<file path="src/design/assert_macros.svh">
// ----------------------------------------------------------------------------
// assert_macros.svh
// Concurrent assertion helpers, clocked on clk and disabled during rst.
// ----------------------------------------------------------------------------
`ifndef ASSERT_MACROS_SVH
`define ASSERT_MACROS_SVH

// same-cycle implication
`define ASSERT_SAME(lbl, ante, cons) \
  lbl: assert property (@(posedge clk) disable iff (rst) (ante) |-> (cons)) \
    else $error("assertion failed: same-cycle check");

// next-cycle implication
`define ASSERT_NEXT(lbl, ante, cons) \
  lbl: assert property (@(posedge clk) disable iff (rst) (ante) |=> (cons)) \
    else $error("assertion failed: next-cycle check");

`endif

</file>
<file path="src/design/hsv_pkg.sv">
// ----------------------------------------------------------------------------
// hsv_pkg
// Shared constants, types and register indexes for the HSV to RGB converter.
// ----------------------------------------------------------------------------
package hsv_pkg;

  localparam int HueW   = 13;
  localparam int ChanW  = 8;
  localparam int RemW   = 10;
  localparam int SecW   = 3;
  localparam int IdxW   = 8;
  localparam int ProdW  = 18;
  localparam int LevelW = 26;
  localparam int RecipW = 27;
  localparam int RecipK = 44;

  localparam logic [HueW-1:0]  HueFull    = 13'd5760;
  localparam int               SectorSpan = 960;
  localparam logic [ProdW-1:0] ScaleD     = 18'd244800;

  localparam longint unsigned RecipFull = ((64'd1 << RecipK) + 64'd244800 - 64'd1) / 64'd244800;
  localparam logic [RecipW-1:0] RecipM = RecipFull[RecipW-1:0];

  localparam logic [IdxW-1:0] RegSaturation = 8'd0;
  localparam logic [IdxW-1:0] RegBrightness = 8'd1;

  localparam logic [ChanW-1:0] SatReset = 8'd255;
  localparam logic [ChanW-1:0] BriReset = 8'd26;

  typedef logic [SecW-1:0] sector_t;

  typedef struct packed {
    logic [ChanW-1:0] sat;
    logic [ChanW-1:0] bri;
  } cfg_t;

endpackage

</file>
<file path="src/design/hsv_cfg.sv">
// ----------------------------------------------------------------------------
// hsv_cfg
// Saturation and brightness registers behind the configuration write channel.
// ----------------------------------------------------------------------------
module hsv_cfg (
  input  logic                      clk,
  input  logic                      rst,
  input  logic                      cfg_valid,
  output logic                      cfg_ready,
  input  logic [hsv_pkg::IdxW-1:0]  cfg_index,
  input  logic [hsv_pkg::ChanW-1:0] cfg_data,
  output hsv_pkg::cfg_t             cfg
);
  import hsv_pkg::*;

  assign cfg_ready = 1'b1;

  always_ff @(posedge clk) begin
    if (rst) begin
      cfg.sat <= SatReset;
      cfg.bri <= BriReset;
    end else if (cfg_valid && cfg_ready) begin
      if (cfg_index == RegSaturation) begin
        cfg.sat <= cfg_data;
      end else if (cfg_index == RegBrightness) begin
        cfg.bri <= cfg_data;
      end
    end
  end

endmodule

</file>
<file path="src/design/hsv_pipe.sv">
// ----------------------------------------------------------------------------
// hsv_pipe
// Five-stage conversion pipeline: sector split, products, levels,
// reciprocal divide, channel select. Each stage holds its own valid bit.
// ----------------------------------------------------------------------------
`include "assert_macros.svh"

module hsv_pipe (
  input  logic                      clk,
  input  logic                      rst,
  input  hsv_pkg::cfg_t             cfg,
  input  logic                      in_valid,
  output logic                      in_ready,
  input  logic [hsv_pkg::HueW-1:0]  hue,
  output logic                      out_valid,
  input  logic                      out_ready,
  output logic [hsv_pkg::ChanW-1:0] red,
  output logic [hsv_pkg::ChanW-1:0] green,
  output logic [hsv_pkg::ChanW-1:0] blue
);
  import hsv_pkg::*;

  logic v1, v2, v3, v4;
  logic adv1, adv2, adv3, adv4, adv5;

  // stage 1
  sector_t          sec1;
  logic [RemW-1:0]  rem1;
  logic             gray1, black1;
  sector_t          sec_next;
  logic [RemW-1:0]  rem_next;
  logic [HueW-1:0]  hz;

  // stage 2
  sector_t          sec2;
  logic             gray2, black2;
  logic [ProdW-1:0] pa2, pb2;
  logic [2*ChanW-1:0] xa2;

  // stage 3
  sector_t          sec3;
  logic             gray3, black3;
  logic [LevelW-1:0] na3, nb3;
  logic [ChanW-1:0] aa3;
  logic [2*ChanW:0] aa_sum;

  // stage 4
  sector_t          sec4;
  logic             gray4, black4;
  logic [ChanW-1:0] aa4, bb4, cc4;
  logic [LevelW+RecipW-1:0] qa_full, qb_full;

  // stage 5
  logic             black5;
  logic [ChanW-1:0] r_next, g_next, b_next;

  assign adv5     = !out_valid || out_ready;
  assign adv4     = !v4 || adv5;
  assign adv3     = !v3 || adv4;
  assign adv2     = !v2 || adv3;
  assign adv1     = !v1 || adv2;
  assign in_ready = adv1;

  always_comb begin
    hz = (hue == HueFull) ? '0 : hue;
    priority if (hz >= HueW'(SectorSpan * 5)) begin
      sec_next = 3'd5;
      rem_next = RemW'(hz - HueW'(SectorSpan * 5));
    end else if (hz >= HueW'(SectorSpan * 4)) begin
      sec_next = 3'd4;
      rem_next = RemW'(hz - HueW'(SectorSpan * 4));
    end else if (hz >= HueW'(SectorSpan * 3)) begin
      sec_next = 3'd3;
      rem_next = RemW'(hz - HueW'(SectorSpan * 3));
    end else if (hz >= HueW'(SectorSpan * 2)) begin
      sec_next = 3'd2;
      rem_next = RemW'(hz - HueW'(SectorSpan * 2));
    end else if (hz >= HueW'(SectorSpan)) begin
      sec_next = 3'd1;
      rem_next = RemW'(hz - HueW'(SectorSpan));
    end else begin
      sec_next = 3'd0;
      rem_next = RemW'(hz);
    end
  end

  // floor(x/255) for 16-bit x
  assign aa_sum = {1'b0, xa2} + {9'd0, xa2[2*ChanW-1:ChanW]} + 17'd1;

  assign qa_full = LevelW'(na3) * RecipM;
  assign qb_full = LevelW'(nb3) * RecipM;

  always_comb begin
    unique case (sec4)
      3'd0: begin r_next = cfg.bri; g_next = cc4;     b_next = aa4;     end
      3'd1: begin r_next = bb4;     g_next = cfg.bri; b_next = aa4;     end
      3'd2: begin r_next = aa4;     g_next = cfg.bri; b_next = cc4;     end
      3'd3: begin r_next = aa4;     g_next = bb4;     b_next = cfg.bri; end
      3'd4: begin r_next = cc4;     g_next = aa4;     b_next = cfg.bri; end
      default: begin r_next = cfg.bri; g_next = aa4;  b_next = bb4;     end
    endcase
    if (gray4) begin
      r_next = cfg.bri;
      g_next = cfg.bri;
      b_next = cfg.bri;
    end else if (black4) begin
      r_next = '0;
      g_next = '0;
      b_next = '0;
    end
  end

  always_ff @(posedge clk) begin
    if (rst) begin
      v1        <= 1'b0;
      v2        <= 1'b0;
      v3        <= 1'b0;
      v4        <= 1'b0;
      out_valid <= 1'b0;
    end else begin
      if (adv1) v1 <= in_valid;
      if (adv2) v2 <= v1;
      if (adv3) v3 <= v2;
      if (adv4) v4 <= v3;
      if (adv5) out_valid <= v4;
    end
  end

  always_ff @(posedge clk) begin
    if (adv1 && in_valid) begin
      sec1   <= sec_next;
      rem1   <= rem_next;
      gray1  <= (cfg.sat == '0);
      black1 <= (hue > HueFull);
    end
    if (adv2 && v1) begin
      sec2   <= sec1;
      gray2  <= gray1;
      black2 <= black1;
      pa2    <= ProdW'(cfg.sat) * ProdW'(rem1);
      pb2    <= ProdW'(cfg.sat) * ProdW'(RemW'(SectorSpan) - rem1);
      xa2    <= (2*ChanW)'(cfg.bri) * (2*ChanW)'(8'd255 - cfg.sat);
    end
    if (adv3 && v2) begin
      sec3   <= sec2;
      gray3  <= gray2;
      black3 <= black2;
      na3    <= LevelW'(cfg.bri) * LevelW'(ScaleD - pa2);
      nb3    <= LevelW'(cfg.bri) * LevelW'(ScaleD - pb2);
      aa3    <= aa_sum[2*ChanW-1:ChanW];
    end
    if (adv4 && v3) begin
      sec4   <= sec3;
      gray4  <= gray3;
      black4 <= black3;
      aa4    <= aa3;
      bb4    <= qa_full[RecipK+ChanW-1:RecipK];
      cc4    <= qb_full[RecipK+ChanW-1:RecipK];
    end
    if (adv5 && v4) begin
      black5 <= black4 && !gray4;
      red    <= r_next;
      green  <= g_next;
      blue   <= b_next;
    end
  end

  `ASSERT_NEXT(a_enter, in_valid && in_ready, v1)
  `ASSERT_SAME(a_gray, out_valid && cfg.sat == '0, red == cfg.bri && green == cfg.bri && blue == cfg.bri)
  `ASSERT_SAME(a_peak, out_valid && !black5, red == cfg.bri || green == cfg.bri || blue == cfg.bri)
  `ASSERT_SAME(a_black, out_valid && black5, red == '0 && green == '0 && blue == '0)

endmodule

</file>
<file path="src/design/hsv_to_rgb_converter_top.sv">
// ----------------------------------------------------------------------------
// hsv_to_rgb_converter_top
// HSV to RGB pixel converter with programmable saturation and brightness.
// ----------------------------------------------------------------------------
// Usage:
//   Input channel in_valid/in_ready carries one 13-bit hue (1/16 degree,
//   0..5760, 5760 same as 0). Output channel out_valid/out_ready returns
//   8-bit red, green and blue for each hue, in order.
//   Config channel cfg_valid/cfg_ready writes saturation (index 0) or
//   brightness (index 1); other indexes are dropped. cfg_ready is always
//   high. Write config only while no transaction is in flight.
//   Throughput: one transaction per cycle while out_ready is high (a low
//   out_ready stalls the pipe), set by the five-stage pipeline (sector split,
//   products, levels, reciprocal multiply, select).
//   Reset: saturation 255, brightness 26, pipeline emptied.
//   Receiver stall: each stage holds until the next one frees up; empty
//   stages keep filling, so in_ready drops only once all five are full.
// ----------------------------------------------------------------------------
module hsv_to_rgb_converter_top (
  input  logic                      clk,
  input  logic                      rst,
  input  logic                      cfg_valid,
  output logic                      cfg_ready,
  input  logic [hsv_pkg::IdxW-1:0]  cfg_index,
  input  logic [hsv_pkg::ChanW-1:0] cfg_data,
  input  logic                      in_valid,
  output logic                      in_ready,
  input  logic [hsv_pkg::HueW-1:0]  hue,
  output logic                      out_valid,
  input  logic                      out_ready,
  output logic [hsv_pkg::ChanW-1:0] red,
  output logic [hsv_pkg::ChanW-1:0] green,
  output logic [hsv_pkg::ChanW-1:0] blue
);
  import hsv_pkg::*;

  cfg_t cfg;

  hsv_cfg u_cfg (
    .clk       (clk),
    .rst       (rst),
    .cfg_valid (cfg_valid),
    .cfg_ready (cfg_ready),
    .cfg_index (cfg_index),
    .cfg_data  (cfg_data),
    .cfg       (cfg)
  );

  hsv_pipe u_pipe (
    .clk       (clk),
    .rst       (rst),
    .cfg       (cfg),
    .in_valid  (in_valid),
    .in_ready  (in_ready),
    .hue       (hue),
    .out_valid (out_valid),
    .out_ready (out_ready),
    .red       (red),
    .green     (green),
    .blue      (blue)
  );

endmodule

</file>
<file path="config.mk">
export PLATFORM = sky130hd
export DESIGN_NAME = hsv_to_rgb_converter_top
export DESIGN_NICKNAME = d
export VERILOG_FILES = /design/src/design/hsv_pkg.sv /design/src/design/hsv_cfg.sv /design/src/design/hsv_pipe.sv /design/src/design/hsv_to_rgb_converter_top.sv
export VERILOG_INCLUDE_DIRS = /design/src /design/src/design
export SDC_FILE = /design/constraint.sdc
export NUM_CORES = 2
export LEC_CHECK = 0
export BUFFER_PORTS_ARGS = -buffer_cell sky130_fd_sc_hd__buf_4
export CAP_MARGIN = 20
export CORE_MARGIN = 8
export CORE_UTILIZATION = 55
export CTS_CLUSTER_SIZE = 10
export DETAILED_ROUTE_END_ITERATION = 8
export PLACE_DENSITY_LB_ADDON = 0.3
export REMOVE_ABC_BUFFERS = 1
export SYNTH_ARGS = -nofsm -noshare
export SYNTH_HDL_FRONTEND = slang
export SYNTH_HIERARCHICAL = 1
export SYNTH_SLANG_ARGS = --single-unit
</file>
<file path="constraint.sdc">
create_clock -name clk -period 6.19 [get_ports clk]
set_clock_uncertainty 0.2 [all_clocks]
set_input_delay 0.9285 -clock clk [delete_from_list [all_inputs] [get_ports clk]]
set_output_delay 0.9285 -clock clk [all_outputs]
set_load 0.1 [all_outputs]
</file>
==> run_results.csv <==
group,metric,value,unit
cells_and_area,utilization,63.1,%
clock_network,clock_path_buffers,3,
global_routing,track_usage,22.3,%
synth,synth_top_family_by_area,"adder cells",
job,maxCapViolations,0,
setup_path,critPathLaunchType,"flip-flop",
setup_path,critPathArrivalTime,6.45,ns
clock_network,htreeDepth,1,
drt,routed_via_density,5.26,
drt,wl,100000,um
drt,drt_iter0_drc,1983,
drt,antenna_left,0,
clock_network,cts_hold_buf,0,
synth,synth_seq_area_share,13.9,%
synth,syn_avg_cell_area,9.77,um^2
clock_network,cts.reportedPaths.clkPinSlew,0.06,ns
sta,setup_slack,-0.0858,ns
sta,fmax,159,MHz
sta,worst_slew_pin_slew,1.02,ns
drt,vias,30700,
global_routing,grt_pass1_wl,162000,um
synth,synth.distinct_cells,83,
global_routing,grt_pass1_vias,32000,
sta,finalCritPeriodShare,101,%
synth,yosysWarnings,6,
clock_network,cts_root_buf,"clkbuf_16",
cells_and_area,area_delta_synth_final,13.9,%
die,core,78600,um^2
sta,period_needed,6.28,ns
place,hpwl,83500,um
synth,synth_cells,4455,
cells_and_area,drive_gt1_share,13.6,%
drt,drt_first_pass_iters,8,
global_routing,antenna_found_initial,3,
status,violations,"negative setup slack",
clock_network,cts_buffers,27,
die,start_util,55.4,%
place,io_buffers,59,
clock_network,clock_latency,0.59,ns
cells_and_area,final_nets,6259,
setup_path,slowest_delay,0.54,ns
place,place_congestion,0.946,
die,dieArea,88400,um^2
drt,drcViolationCount,0,
sta,slew_viol_final,0,
status,status,"complete, but fails checks",
synth,synthFlopType,"edfxtp_1",
setup_path,required,6.36,ns
setup_path,endpoint_kind,"flip-flop",
drt,wl_per_cell,17.2,um
sta,final-setup-viol-count,2,
sta,hold_violations,0,
sta,slew_headroom,32.0,%
setup_path,path_class,"reg -> reg",
clock_network,numClockSinks,209,
min_path,hold_path_class,"reg -> reg",
die,die_w,297,um
global_routing,overflow,0,
cells_and_area,mostFrequentLayoutCells,"inv_1, ha_1, fa_1, buf_4, nand2_1",
synth,synth_simple_gate_area_share,11.4,%
synth,synth-xor-area-share,3.14,%
setup_path,cpMostUsedCell,"fa_1",
global_routing,grt_max_degree,65,
synth,synthMuxAreaShare,0.437,%
sta,grt_setup_unrepaired,"yes",
setup_path,crit_path_cell_trace,"inv_2 > ha_4 > nand2_2 > or3_4 > buf_6 > xnor2_2 > buf_6 > buf_4 > and2_4 > fa_1 > fa_1 > fa_1 > inv_1 > fa_1 > inv_2 > ha_4 > or3_1 > o211ai_1 > a21oi_2 > o41ai_2 > or4b_4 > o311ai_4",
die,die_h,297,um
synth,async_flop_share,0,%
clock_network,tritoncts,"built",
synth,synth_compound_area_share,6.43,%
cells_and_area,final_common_cell,"inv_1",
synth,yosys.area_share.adder,54.0,%
die,num_rows,103,
synth,ys_ff_latch,209,
die,io_pins,61,
synth,synth_edf_count,188,
setup_path,cp_max_fo,5,
synth,syn_area,43500,um^2
setup_path,crit_slowest_cell,"fa_1",
-- routing by layer --
metal / GRT usage (%) / up-vias / wire length (um)
met4: 4.35 / 0 / 1920
met1: 31.1 / 15200 / 45000
met5: 0 / - / 0
met2: 37.5 / 785 / 47900
li1: - / 14600 / -
met3: 2.57 / 135 / 5480
-- path summary, 6_finish.rpt --
path                                         startpoint                        to  slack [ns]  cells after the start
worst max register to register  u_pipe/pa2[0]$_DFFE_PP_  u_pipe/na3[20]$_DFFE_PP_       -0.09                     22
worst max-delay path            u_pipe/pa2[0]$_DFFE_PP_  u_pipe/na3[20]$_DFFE_PP_       -0.09                     22
worst min-delay path             u_pipe/gray3$_DFFE_PP_    u_pipe/gray4$_DFFE_PP_        0.23                      0
worst min register to register   u_pipe/gray3$_DFFE_PP_    u_pipe/gray4$_DFFE_PP_        0.23                      0
-- state kept, by name (all words and copies together) (netlist names), 10 cells and up --
name / cells
u_cfg/cfg: 16
u_pipe/pa2: 18
u_pipe/na3: 26
u_pipe/nb3: 25
u_pipe/pb2: 17
u_pipe/xa2: 16
u_pipe/rem1: 10
-- synthesized netlist by cell type, types with 9 or more instances --
cell type | instances | share of area [%]
mux2i_1 | 19 | 0.44
nand3_1 | 42 | 0.48
a21o_1 | 52 | 0.90
and3_1 | 22 | 0.32
o21ai_0 | 61 | 0.70
nor2b_1 | 59 | 0.85
and2_1 | 242 | 3.5
o21bai_1 | 9 | 0.16
xor2_1 | 39 | 0.78
a21boi_0 | 15 | 0.26
fa_1 | 700 | 32
o31ai_1 | 15 | 0.26
o21a_1 | 12 | 0.21
nand4_1 | 16 | 0.23
nor2_1 | 142 | 1.2
nand2_1 | 312 | 2.7
a211oi_1 | 12 | 0.21
a31oi_1 | 12 | 0.17
or3_1 | 14 | 0.20
a22oi_1 | 9 | 0.16
clkbuf_1 | 100 | 0.86
nor3_1 | 43 | 0.49
a21oi_1 | 106 | 1.2
edfxtp_1 | 188 | 13
ha_1 | 758 | 22
o22a_1 | 16 | 0.32
xnor2_1 | 115 | 2.3
inv_1 | 1122 | 9.7
dfxtp_1 | 21 | 0.97
nand2b_1 | 46 | 0.66
-- stage by stage --
stage / setup TNS (ns) / std cells / hold slack (ns) / setup slack, ns / instance area, um^2
global route: -3.03 / 5838 / 0.236 / -0.290 / 49600
floorplan: 0 / 4348 / 0.200 / 0.0448 / 43100
global placement: -1.78 / 5731 / 0.206 / -0.425 / 47000
detailed placement: -4.33 / 5731 / 0.212 / -0.501 / 47000
CTS: -0.126 / 5793 / 0.226 / -0.126 / 48100
finish: -0.114 / 5839 / 0.227 / -0.0858 / 49600
-- cell type report --
cell class | instances | area, um^2
inverter | 1123 | 4230
tap | 1050 | 1310
multi-input combinational | 3016 | 34100
clock inverter | 7 | 55.1
antenna | 1 | 2.50
timing repair buffer | 390 | 3060
clock buffer | 43 | 756
fill | 6284 | 29000
sequential | 209 | 6080
-- critical path, delay by kind of cell (launching register included) --
family                   cells  cell delay, ns
adder cells (fa/ha/maj)      6            2.34
AND/OR/NAND/NOR              5            1.44
AO/OA/AOI/OAI                4            0.93
buffers and inverters        6            0.64
flip-flops                   1            0.39
XOR/XNOR                     1            0.13
-- logic make-up (layout without fill, tap and decap cells) --
| family | after synthesis | after routing |
|---|---|---|
| other | 1 | 2 |
| and+or+nand+nor | 977 | 977 |
| buffers and inverters | 1230 | 1563 |
| DFF | 209 | 209 |
| xor gates and xnor gates | 155 | 155 |
| AOI/OAI and AO/OA | 406 | 406 |
| muxes | 19 | 19 |
| adders and majority gates | 1458 | 1458 |
-- what timing repair did --
action | in CTS | in global routing
pin swaps | 25 | 155
resized for setup | 42 | 208
gates cloned | 0 | 0
setup buffers | 12 | 45
endpoints found under the setup margin | 26 | 36
Power is not shown: default switching activity piles up to over one toggle a cycle in this logic, so the estimate is an artifact.
